===== config.mk =====
export PLATFORM = sky130hd
export DESIGN_NAME = presence_hysteresis_classifier_core
export DESIGN_NICKNAME = d
export VERILOG_FILES = /design/src/hdl/phc_pkg.sv /design/src/hdl/presence_hysteresis_classifier_core.sv /design/src/hdl/phc_front.sv /design/src/hdl/phc_mid_queue.sv /design/src/hdl/phc_back.sv
export SDC_FILE = /design/constraint.sdc
export NUM_CORES = 2
export LEC_CHECK = 0
export BUFFER_PORTS_ARGS = -buffer_cell sky130_fd_sc_hd__buf_4
export CAP_MARGIN = 20
export CORE_MARGIN = 2
export CORE_UTILIZATION = 57
export DETAILED_ROUTE_END_ITERATION = 16
export GPL_TIMING_DRIVEN = 0
export PLACE_DENSITY = 0.73
export SLEW_MARGIN = 10
export SYNTH_ARGS = -nofsm -noshare
export SYNTH_HDL_FRONTEND = slang
export SYNTH_SLANG_ARGS = --single-unit

===== constraint.sdc =====
create_clock -name clk -period 22.6 [get_ports clk]
set_input_delay 3.39 -clock clk [delete_from_list [all_inputs] [get_ports clk]]
set_output_delay 3.39 -clock clk [all_outputs]
set_load 0.05 [all_outputs]

===== src/hdl/phc_pkg.sv =====
`default_nettype none
package phc_pkg;

	// presence codes
	typedef enum logic [1:0] {
		PRES_UNKNOWN  = 2'd0,
		PRES_VACANT   = 2'd1,
		PRES_OCCUPIED = 2'd2
	} presence_t;

	// classification of one window by the front end
	typedef enum logic [1:0] {
		ITEM_UNORDERED = 2'd0,
		ITEM_BAD       = 2'd1,
		ITEM_GOOD      = 2'd2
	} item_kind_t;

	// configuration register indexes
	localparam int CfgIndexW = 3;
	localparam logic [CfgIndexW-1:0] CFG_VACANT_LEVEL   = 3'd0;
	localparam logic [CfgIndexW-1:0] CFG_OCCUPIED_LEVEL = 3'd1;
	localparam logic [CfgIndexW-1:0] CFG_VARIANCE_GAIN  = 3'd2;
	localparam logic [CfgIndexW-1:0] CFG_CV_GAIN        = 3'd3;
	localparam logic [CfgIndexW-1:0] CFG_CONFIRM_COUNT  = 3'd4;
	localparam logic [CfgIndexW-1:0] CFG_LEAST_SAMPLES  = 3'd5;
	localparam logic [CfgIndexW-1:0] CFG_LEAST_RSSI     = 3'd6;
	localparam int CfgDataW = 32;

	// score arithmetic
	localparam logic [15:0] WEIGHT_VAR = 16'd42598;
	localparam logic [15:0] WEIGHT_CV  = 16'd22938;
	localparam logic [16:0] SCORE_ONE  = 17'd65536;
	localparam logic [17:0] PART_CAP   = 18'd131072;

	// queue between front and back
	localparam int MidDepth = 4;
	localparam int MidAw    = $clog2(MidDepth);
	localparam int MidCw    = $clog2(MidDepth + 1);

	// result buffer
	localparam int OutDepth = 2;
	localparam int OutCw    = $clog2(OutDepth + 1);

	typedef struct packed {
		logic [31:0]        window_variance;
		logic [23:0]        window_cv;
		logic               quality_invalid;
		logic [15:0]        sample_total;
		logic signed [7:0]  signal_rssi;
	} in_item_t;

	typedef struct packed {
		logic               accepted;
		presence_t          presence;
		logic [16:0]        activity_score;
	} out_item_t;

	typedef struct packed {
		logic [16:0]        vacant_level;
		logic [16:0]        occupied_level;
		logic [31:0]        variance_gain;
		logic [23:0]        cv_gain;
		logic [7:0]         confirm_count;
		logic [15:0]        least_samples;
		logic signed [7:0]  least_rssi;
	} cfg_t;

	typedef struct packed {
		item_kind_t         kind;
		logic [16:0]        score;
	} mid_item_t;

	typedef struct packed {
		logic [MidCw-1:0]   occ;
	} front_stat_t;

	typedef struct packed {
		logic [MidCw-1:0]   count;
	} mid_stat_t;

endpackage
`default_nettype wire


===== src/hdl/presence_hysteresis_classifier_core.sv =====
`default_nettype none
// channel   signals                                  transaction when
// input     push, full, window                       push && !full
// result    empty, pop, result                       pop && !empty
// config    cfg_valid, cfg_ready, cfg_index, cfg_data cfg_valid && cfg_ready
//
// one window per cycle is taken while the front credit count (stage 1 plus
// the four-entry queue) has room; the back end retires one item a cycle while
// the result buffer has room; an accepted window loads the product stage,
// then its weighted sum is written into the queue and then its presence update
// into the two-entry result buffer, from which the result is popped
// a stalled result side fills the buffer, then the queue, then raises full
// reset clears state, queue and buffer; config returns to its defaults
module presence_hysteresis_classifier_core import phc_pkg::*; (
	input  wire logic                 clk,
	input  wire logic                 arst_n,
	input  wire logic                 push,
	output logic                      full,
	input  wire in_item_t             window,
	output logic                      empty,
	input  wire logic                 pop,
	output out_item_t                 result,
	input  wire logic                 cfg_valid,
	output logic                      cfg_ready,
	input  wire logic [CfgIndexW-1:0] cfg_index,
	input  wire logic [CfgDataW-1:0]  cfg_data
);

	cfg_t        cfg_q;
	logic        mid_wr;
	logic        mid_pop;
	mid_item_t   mid_wr_item;
	mid_item_t   mid_rd_item;
	mid_stat_t   mid_stat;
	front_stat_t front_stat;

	assign cfg_ready = 1'b1;

	// configuration registers
	always_ff @(posedge clk or negedge arst_n) begin
		if (!arst_n) begin
			cfg_q.vacant_level   <= 17'd11796;
			cfg_q.occupied_level <= 17'd36045;
			cfg_q.variance_gain  <= 32'd16519105;
			cfg_q.cv_gain        <= 24'd297891;
			cfg_q.confirm_count  <= 8'd2;
			cfg_q.least_samples  <= 16'd8;
			cfg_q.least_rssi     <= -8'sd82;
		end else if (cfg_valid && cfg_ready) begin
			unique case (cfg_index)
				CFG_VACANT_LEVEL:   cfg_q.vacant_level   <= cfg_data[16:0];
				CFG_OCCUPIED_LEVEL: cfg_q.occupied_level <= cfg_data[16:0];
				CFG_VARIANCE_GAIN:  cfg_q.variance_gain  <= cfg_data;
				CFG_CV_GAIN:        cfg_q.cv_gain        <= cfg_data[23:0];
				CFG_CONFIRM_COUNT:  cfg_q.confirm_count  <= cfg_data[7:0];
				CFG_LEAST_SAMPLES:  cfg_q.least_samples  <= cfg_data[15:0];
				CFG_LEAST_RSSI:     cfg_q.least_rssi     <= $signed(cfg_data[7:0]);
				default: begin
				end
			endcase
		end
	end

	// score and quality front end
	phc_front u_front (
		.clk      (clk),
		.arst_n   (arst_n),
		.push     (push),
		.window   (window),
		.full     (full),
		.cfg      (cfg_q),
		.mid_pop  (mid_pop),
		.mid_wr   (mid_wr),
		.mid_item (mid_wr_item),
		.stat     (front_stat)
	);

	// decoupling queue
	phc_mid_queue u_mid_queue (
		.clk     (clk),
		.arst_n  (arst_n),
		.wr      (mid_wr),
		.wr_item (mid_wr_item),
		.rd      (mid_pop),
		.rd_item (mid_rd_item),
		.stat    (mid_stat)
	);

	// presence update back end
	phc_back u_back (
		.clk      (clk),
		.arst_n   (arst_n),
		.cfg      (cfg_q),
		.mid_stat (mid_stat),
		.mid_item (mid_rd_item),
		.mid_pop  (mid_pop),
		.pop      (pop),
		.empty    (empty),
		.result   (result)
	);

	// queue never holds more than the front has credited
	a_queue_within_credit: assert property (@(posedge clk) disable iff (!arst_n)
		mid_stat.count <= front_stat.occ)
		else $error("queue holds more items than credited");

	// credit never exceeds the queue depth
	a_credit_bound: assert property (@(posedge clk) disable iff (!arst_n)
		front_stat.occ <= MidCw'(MidDepth))
		else $error("front credit overrun");

	// a refused window carries no presence and no score
	a_refused_clean: assert property (@(posedge clk) disable iff (!arst_n)
		(!empty && !result.accepted) |->
		(result.presence == PRES_UNKNOWN && result.activity_score == '0))
		else $error("refused result not cleared");

	// the score never leaves its range
	a_score_range: assert property (@(posedge clk) disable iff (!arst_n)
		!empty |-> result.activity_score <= SCORE_ONE)
		else $error("activity score out of range");

	// an empty back end with a waiting item always moves it on
	a_back_moves: assert property (@(posedge clk) disable iff (!arst_n)
		(empty && mid_stat.count != '0) |-> mid_pop)
		else $error("back end stalled with room");

endmodule
`default_nettype wire


===== src/hdl/phc_front.sv =====
`default_nettype none
module phc_front import phc_pkg::*; (
	input  wire logic        clk,
	input  wire logic        arst_n,
	input  wire logic        push,
	input  wire in_item_t    window,
	output logic             full,
	input  wire cfg_t        cfg,
	input  wire logic        mid_pop,
	output logic             mid_wr,
	output mid_item_t        mid_item,
	output front_stat_t      stat
);

	logic [63:0]      vprod;
	logic [39:0]      vsh;
	logic [17:0]      vcap;
	logic [47:0]      cprod;
	logic [31:0]      csh;
	logic [17:0]      ccap;
	logic             bad;
	logic             unordered;
	item_kind_t       kind;
	logic             take;

	logic             valid_s1;
	item_kind_t       kind_s1;
	logic [17:0]      vpart_s1;
	logic [17:0]      cpart_s1;

	logic [34:0]      wsum;
	logic [18:0]      ssh;
	logic [16:0]      score;

	logic [MidCw-1:0] occ_q;

	// credits cover the pipeline stage and the queue
	assign full = (occ_q == MidCw'(MidDepth));
	assign take = push && !full;

	// scaled parts, each capped
	always_comb begin
		vprod = 64'(window.window_variance) * 64'(cfg.variance_gain);
		vsh   = vprod[63:24];
		vcap  = (vsh > 40'(PART_CAP)) ? PART_CAP : vsh[17:0];
		cprod = 48'(window.window_cv) * 48'(cfg.cv_gain);
		csh   = cprod[47:16];
		ccap  = (csh > 32'(PART_CAP)) ? PART_CAP : csh[17:0];
	end

	// window quality and level ordering
	always_comb begin
		unordered = (cfg.occupied_level <= cfg.vacant_level);
		bad = window.quality_invalid
			|| (window.sample_total < cfg.least_samples)
			|| ($signed(window.signal_rssi) < $signed(cfg.least_rssi));
		priority if (unordered) begin
			kind = ITEM_UNORDERED;
		end else if (bad) begin
			kind = ITEM_BAD;
		end else begin
			kind = ITEM_GOOD;
		end
	end

	// stage 1 control
	always_ff @(posedge clk or negedge arst_n) begin
		if (!arst_n) begin
			valid_s1 <= 1'b0;
		end else begin
			valid_s1 <= take;
		end
	end

	// stage 1 payload
	always_ff @(posedge clk) begin
		if (take) begin
			kind_s1  <= kind;
			vpart_s1 <= vcap;
			cpart_s1 <= ccap;
		end
	end

	// weighted sum and clamp
	always_comb begin
		wsum  = 35'(vpart_s1) * 35'(WEIGHT_VAR) + 35'(cpart_s1) * 35'(WEIGHT_CV);
		ssh   = wsum[34:16];
		score = (ssh > 19'(SCORE_ONE)) ? SCORE_ONE : ssh[16:0];
	end

	assign mid_wr         = valid_s1;
	assign mid_item.kind  = kind_s1;
	assign mid_item.score = score;

	// occupancy of stage and queue together
	always_ff @(posedge clk or negedge arst_n) begin
		if (!arst_n) begin
			occ_q <= '0;
		end else begin
			unique case ({take, mid_pop})
				2'b10:   occ_q <= occ_q + MidCw'(1);
				2'b01:   occ_q <= occ_q - MidCw'(1);
				default: occ_q <= occ_q;
			endcase
		end
	end

	assign stat.occ = occ_q;

endmodule
`default_nettype wire


===== src/hdl/phc_mid_queue.sv =====
`default_nettype none
module phc_mid_queue import phc_pkg::*; (
	input  wire logic        clk,
	input  wire logic        arst_n,
	input  wire logic        wr,
	input  wire mid_item_t   wr_item,
	input  wire logic        rd,
	output mid_item_t        rd_item,
	output mid_stat_t        stat
);

	mid_item_t        mem_q [MidDepth];
	logic [MidAw-1:0] wptr_q;
	logic [MidAw-1:0] rptr_q;
	logic [MidCw-1:0] count_q;

	// storage
	always_ff @(posedge clk) begin
		if (wr) begin
			mem_q[wptr_q] <= wr_item;
		end
	end

	// pointers and fill level
	always_ff @(posedge clk or negedge arst_n) begin
		if (!arst_n) begin
			wptr_q  <= '0;
			rptr_q  <= '0;
			count_q <= '0;
		end else begin
			if (wr) begin
				wptr_q <= wptr_q + MidAw'(1);
			end
			if (rd) begin
				rptr_q <= rptr_q + MidAw'(1);
			end
			unique case ({wr, rd})
				2'b10:   count_q <= count_q + MidCw'(1);
				2'b01:   count_q <= count_q - MidCw'(1);
				default: count_q <= count_q;
			endcase
		end
	end

	assign rd_item    = mem_q[rptr_q];
	assign stat.count = count_q;

endmodule
`default_nettype wire


===== src/hdl/phc_back.sv =====
`default_nettype none
module phc_back import phc_pkg::*; (
	input  wire logic        clk,
	input  wire logic        arst_n,
	input  wire cfg_t        cfg,
	input  wire mid_stat_t   mid_stat,
	input  wire mid_item_t   mid_item,
	output logic             mid_pop,
	input  wire logic        pop,
	output logic             empty,
	output out_item_t        result
);

	presence_t        current_q;
	presence_t        pending_q;
	logic [7:0]       pend_cnt_q;

	presence_t        current_d;
	presence_t        pending_d;
	logic [7:0]       pend_cnt_d;
	presence_t        target;
	logic [7:0]       need;
	out_item_t        res_d;

	out_item_t        ob_q [OutDepth];
	logic             head_q;
	logic [OutCw-1:0] cnt_q;
	logic             wr_idx;
	logic             take_out;

	assign take_out = pop && !empty;
	assign mid_pop  = (mid_stat.count != '0) && (cnt_q != OutCw'(OutDepth));

	// hysteresis and confirmation
	always_comb begin
		current_d  = current_q;
		pending_d  = pending_q;
		pend_cnt_d = pend_cnt_q;
		target     = current_q;
		need       = (cfg.confirm_count == 8'd0) ? 8'd1 : cfg.confirm_count;
		res_d      = '{accepted: 1'b0, presence: PRES_UNKNOWN, activity_score: '0};
		unique case (mid_item.kind)
			ITEM_BAD: begin
				current_d  = PRES_UNKNOWN;
				pending_d  = PRES_UNKNOWN;
				pend_cnt_d = 8'd0;
				res_d.accepted = 1'b1;
			end
			ITEM_GOOD: begin
				priority if (mid_item.score >= cfg.occupied_level) begin
					target = PRES_OCCUPIED;
				end else if (mid_item.score <= cfg.vacant_level) begin
					target = PRES_VACANT;
				end else begin
					target = current_q;
				end
				priority if (target == current_q) begin
					pending_d  = target;
					pend_cnt_d = 8'd0;
				end else if (target != pending_q) begin
					pending_d  = target;
					pend_cnt_d = 8'd1;
				end else begin
					pend_cnt_d = pend_cnt_q + 8'd1;
				end
				if (pend_cnt_d >= need) begin
					current_d  = pending_d;
					pend_cnt_d = 8'd0;
				end
				res_d.accepted       = 1'b1;
				res_d.presence       = current_d;
				res_d.activity_score = mid_item.score;
			end
			default: begin
				res_d.accepted = 1'b0;
			end
		endcase
	end

	// presence state
	always_ff @(posedge clk or negedge arst_n) begin
		if (!arst_n) begin
			current_q  <= PRES_UNKNOWN;
			pending_q  <= PRES_UNKNOWN;
			pend_cnt_q <= 8'd0;
		end else if (mid_pop) begin
			current_q  <= current_d;
			pending_q  <= pending_d;
			pend_cnt_q <= pend_cnt_d;
		end
	end

	// two-entry result buffer
	assign wr_idx = head_q ^ cnt_q[0];

	always_ff @(posedge clk) begin
		if (mid_pop) begin
			ob_q[wr_idx] <= res_d;
		end
	end

	always_ff @(posedge clk or negedge arst_n) begin
		if (!arst_n) begin
			head_q <= 1'b0;
			cnt_q  <= '0;
		end else begin
			if (take_out) begin
				head_q <= ~head_q;
			end
			unique case ({mid_pop, take_out})
				2'b10:   cnt_q <= cnt_q + OutCw'(1);
				2'b01:   cnt_q <= cnt_q - OutCw'(1);
				default: cnt_q <= cnt_q;
			endcase
		end
	end

	assign empty  = (cnt_q == '0);
	assign result = ob_q[head_q];

endmodule
`default_nettype wire


* After elaboration in Yosys (flattened, before gate mapping) *
Memories as Yosys holds them, arrays and structs flattened.
Index checks and enable logic that the tools add are counted.

word-level totals
  flip-flop bits (word level) = 186
  bits of input ports = 121
  bits in writable memories = 116
  memories = 2

cells by class
  reduce and logical (&&, ||, !) cells = 24
  equality and inequality tests = 18
  mux-type cells = 25
  multipliers = 4
  bitwise gates (word level) = 2
  $add $sub $neg = 10
  order comparisons = 9

memory list
  name               words  width  rd ports  clocked after memory_dff  wr ports  line                 text
  u_mid_queue.mem_q  4      19     1         0                         1         phc_mid_queue.sv:12  mid_item_t mem_q [MidDepth];
  u_back.ob_q        2      20     1         0                         1         phc_back.sv:25       out_item_t ob_q [OutDepth];

operators by type and width
  kind                                                                    number
  32-bit by 32-bit multiplier with 64-bit output                          1
  24-bit by 24-bit multiplier with 48-bit output                          1
  40-bit by 18-bit > comparator with 1-bit output, second input constant  1
  8-bit 2-to-1 mux                                                        5
  34-bit by 33-bit adder with 35-bit output                               1
  17-bit less-or-equal comparator                                         2
  18-bit by 15-bit multiplier with 33-bit output, second input constant   1
  32-bit by 18-bit > comparator with 1-bit output, second input constant  1
  18-bit by 14-bit multiplier with 32-bit output, second input constant   1
  19-bit by 17-bit > comparator with 1-bit output, second input constant  1
  19-bit 2-to-1 mux                                                       1
  17-bit greater-or-equal comparator                                      1
  17-bit 2-to-1 mux                                                       1
  16-bit < comparator                                                     1
  8-bit one-hot mux with 2 select lines                                   1
  2-bit AND reduction                                                     8
  2-bit 2-to-1 mux                                                        7
  3-bit == test, second input constant                                    4
  2-bit one-hot mux with 2 select lines                                   3
  3-bit one-hot mux with 2 select lines                                   2
  8-bit by 1-bit adder with 8-bit output, second input constant           1
  2-bit by 1-bit == test with 1-bit output, second input constant         4
  2-bit == test, second input constant                                    4
  8-bit greater-or-equal comparator                                       1
  22 further kinds                                                        38

* Depth between registers and ports, before layout *
An unclocked memory read counts as a cell.

  depth in word-level cells = 12
  mapped depth = 35
  gate-level depth less buffers = 34

* Cells and area by module *
Synthesis repeated with hierarchy kept, for this count alone.

unflattened totals
  cell total of the unflattened synthesis = 8087
  area, all modules = 76865.0 um^2

by module, submodules not included
  module                               instances  cells an instance  area an instance (um^2)
  phc_front                            1          7320               65131.2
  presence_hysteresis_classifier_core  1          268                4738.3
  phc_back                             1          366                3865.0
  phc_mid_queue                        1          133                3130.5

* Least setup slack after synthesis *
No wires, ideal clock.

  path kind = input to register
  start point = input port window[65] in the netlist's numbering
  end point = register u_front.vpart_s1[10] (data pin)
  setup time = 176 ps
  stages on the path = 29
  arrival time = 11166 ps
  slack = 11258 ps
  cells stage by stage = clkbuf_1 -> and2_1 -> fa_1 -> inv_1 -> fa_1 -> fa_1 -> fa_1 -> inv_1 -> fa_1 -> inv_1 -> fa_1 -> inv_1 -> fa_1 -> inv_1 -> fa_1 -> inv_1 -> ha_1 -> o21ai_0 -> o211ai_1 -> inv_1 -> a211oi_1 -> o211ai_1 -> o41a_1 -> o21ai_1 -> mux2_2 -> a211oi_1 -> nand4_1 -> clkbuf_1 -> nor4_1

on the way
  longest elaborated chain between the ends = 2

ends and longest elaborated chain
  element                                           line                                       text
  start, declared                                   presence_hysteresis_classifier_core.sv:19  input wire in_item_t window,
  32-bit by 32-bit multiplier with 64-bit output *  phc_front.sv:43                            vprod = 64'(window.window_variance) * 64'(cfg.variance_gain);
  40-bit by 18-bit > comparator with 1-bit output   phc_front.sv:45                            vcap = (vsh > 40'(PART_CAP)) ? PART_CAP : vsh[17:0];
  end signal, assigned                              phc_front.sv:79                            vpart_s1 <= vcap;
  end, declared                                     phc_front.sv:28                            logic [17:0] vpart_s1;

Every way passes the cells marked *; elsewhere a longest branch is shown, timed or not.
A chain may end at the register's enable or synchronous reset.

* Final worst setup path *
  start point = input port window[64] in the netlist's numbering
  end point = register u_front.vpart_s1[11] (data pin)

Same word-level chain as after synthesis.

==> metrics <==
status=completed; Yosys warning count=0; cts bufs inserted=35; largest net degree at the start of global routing=between 90 and 100; Detailed Place HPWL=around 210 mm; vias in the first global route=between 60000 and 70000; clock skew=roughly 0.063 ns; Vias per Instance=just under 6; IO buf count=140; setup TNS=0 ns; CTS Hold Buffers Added=0; post-CTS setup buffer count=0; gr ovfl total=0; Die Width=~370 microns; Clock Sinks=just over 300; dpl cells=between 9000 and 10000; Area Growth Syn to Fin=6.08%; Root Buffer=clkbuf_16; register bit count reported by yosys=approximately 300; Synth Area in Adders=53.8%; core area=around 130000 sq um; Synth Flop Type=edfxtp_1; Via Count=roughly 58000; Ports=approximately 140; WHS=0.475 ns; Rows=about 130; Seq/Total Area, Yosys=a little over a tenth; Total GRT Usage=approximately 37%; crit-path most repeated cell=fa_1; kind of critical path=input pin to flop; Synth Area in Compound Gates=under 10%; Async SR Flop Fraction=between 40% and 50%; top cells by area, synth=fa_1 40%, ha_1 13%, inv_1 9.0%; f_max=just over 70 MHz; TritonCTS clock tree=yes; die height=approximately 370 microns; final wirelength=245 mm; xor/xnor share of the synthesized area=about 1.7%; number of synthesized flops with an enable pin=between 150 and 200; post-layout util=60.8%; drt drc=0; crit start category=input pin; Net Count, Synth=approximately 11000; clk buf depth=3; Filler Cell Count=11500; Max Cap Viol=0; initial core utilization=between 50% and 60%; Syn Area/Cell=approximately 9.5 sq um; Worst-Skew Late Latency=0.62 ns; Worst-path clk slew=roughly 0.070 ns; RSZ-0062 raised after global routing=false; H-tree levels=2; CP max stage delay=0.92 ns; Worst EP required=approximately 23 ns; synth unique cells=87; share of layout cells above drive strength 1=under 10%; full die area=roughly 140000 sq um; Pre-antenna DRT Iters=8; Routed Antenna Nets=0; Post-Synth Simple-Gate Area=approximately 14%; period utilization=about 62%; Post-Synthesis Cells=around 8000; post_cts resized=0; final setup violation count=0; final-stage net count=roughly 11000; gpl congestion=1.03; slew margin rel.=17.0%; first-pass GRT wire length=371 mm; Iter 0 DRT Violations=roughly 5300; cell taking the most area after synthesis=fa_1; final hold vios=0; area share of the largest cell type after synthesis=between 40 and 50%; fin cells=~10000; worst hold path type=flop to flop; drt wl/cell=between 20 and 25 microns; initial antenna violation count=27; maximum fanout along the worst path=10; post-layout min period=14.04 ns; Synth Cell Area=76300 sq um; combinational family with the most area after synthesis=adder cells; Worst setup EP type=flop; Slowest-stage cell, CP=clkbuf_1; Data arrival, critical path=between 10 and 15 ns; Slew Limit Fails=0; worst-margin pin slew=approximately 1.2 ns; post-synthesis mux area share=roughly 2.3%
## kinds of logic (layout without fill, tap and decap cells)
kind of cell,after synthesis,in the layout
compound gates,692,692
xor+xnor,152,152
fa+ha+maj,2357,2357
buf+inv,2189,2401
flops,302,302
mux,135,135
other cells,1,10
simple gates,2219,2219
## routing by layer
layer | global-route usage (%) | wire length (microns) | vias to the layer above
met5 | 0 | 87 | -
met1 | 48.6 | 96500 | 29700
li1 | - | - | 25000
met2 | 56.6 | 108000 | 2931
met3 | 10.3 | 27500 | 658
met4 | 16.2 | 13100 | 12
## cells in the mapped netlist (all sizes together) (52+ instances only)
| library cell | instances |
|---|---|
| a21o | 92 |
| edfxtp | 154 |
| and2 | 763 |
| o21ai | 146 |
| fa | 1541 |
| nand4 | 52 |
| dfrtp | 105 |
| xnor2 | 95 |
| mux2 | 104 |
| xor2 | 57 |
| nand2 | 1034 |
| a21oi | 199 |
| clkbuf | 343 |
| nor2 | 128 |
| ha | 816 |
| inv | 1828 |
## cell usage in the layout, fill, tap and decap left out, types with 95 or more instances in the layout
| cell type | instances |
|---|---|
| fa_1 | 1541 |
| buf_4 | 141 |
| clkbuf_1 | 350 |
| dfrtp_1 | 105 |
| o21ai_0 | 143 |
| edfxtp_1 | 154 |
| nor2_1 | 127 |
| xnor2_1 | 95 |
| ha_1 | 816 |
| a21oi_1 | 199 |
| nand2_1 | 1034 |
| inv_1 | 1827 |
| and2_1 | 760 |
| mux2_2 | 104 |
## metrics by stage
step,worst slack (ns),instance area (sq um)
after floorplan,11.26,76300
after global placement,8.45,79600
after detailed placement,8.29,79700
after CTS,8.92,80900
after global routing,8.32,80900
final,8.56,81000
## critical path: cells and delay by family
kind | cells | cell delay, ns
simple gates | 3 | 1.34
buf+inv | 10 | 1.97
fa+ha+maj | 9 | 4.33
compound gates | 7 | 3.02
mux | 1 | 0.37
## sequential cells by signal (all words and copies together) (netlist names), 3 cells and up
| name | count |
|---|---|
| cfg_q | 122 |
| u_back.ob_q | 40 |
| u_back.pend_cnt_q | 8 |
| u_front.cpart_s1 | 18 |
| u_front.stat | 3 |
| u_front.vpart_s1 | 18 |
| u_mid_queue.mem_q | 76 |
| u_mid_queue.stat | 3 |
## final timing paths
path                                              end  cells past startpoint            start  slack, ns
worst min-delay path                  u_front.stat[0]                      1  u_front.stat[0]       0.48
max in group asynchronous                   cfg_q[53]                      2           arst_n      18.92
min in group asynchronous       u_mid_queue.wptr_q[1]                      1           arst_n       2.72
worst min register to register        u_front.stat[0]                      1  u_front.stat[0]       0.48
worst max register to register   u_front.vpart_s1[11]                     27        cfg_q[71]      11.04
worst max-delay path             u_front.vpart_s1[11]                     30       window[64]       8.56
## final cells by class
cell class	count	area [sq um]	area share [%]
clock buffers	44	941	1.16
well taps	1768	2210	2.73
flip-flops and latches	302	8380	10.4
diodes	9	22.5	0.0278
multi-input cells	5556	59700	73.7
clock inverters	20	278	0.343
repair buffers	148	1180	1.45
plain buffers	361	1420	1.76
inverters	1828	6860	8.48
Power is left out: the tool's default activity adds up to more than one toggle a clock period on the data nets, which glitch-free logic cannot reach.
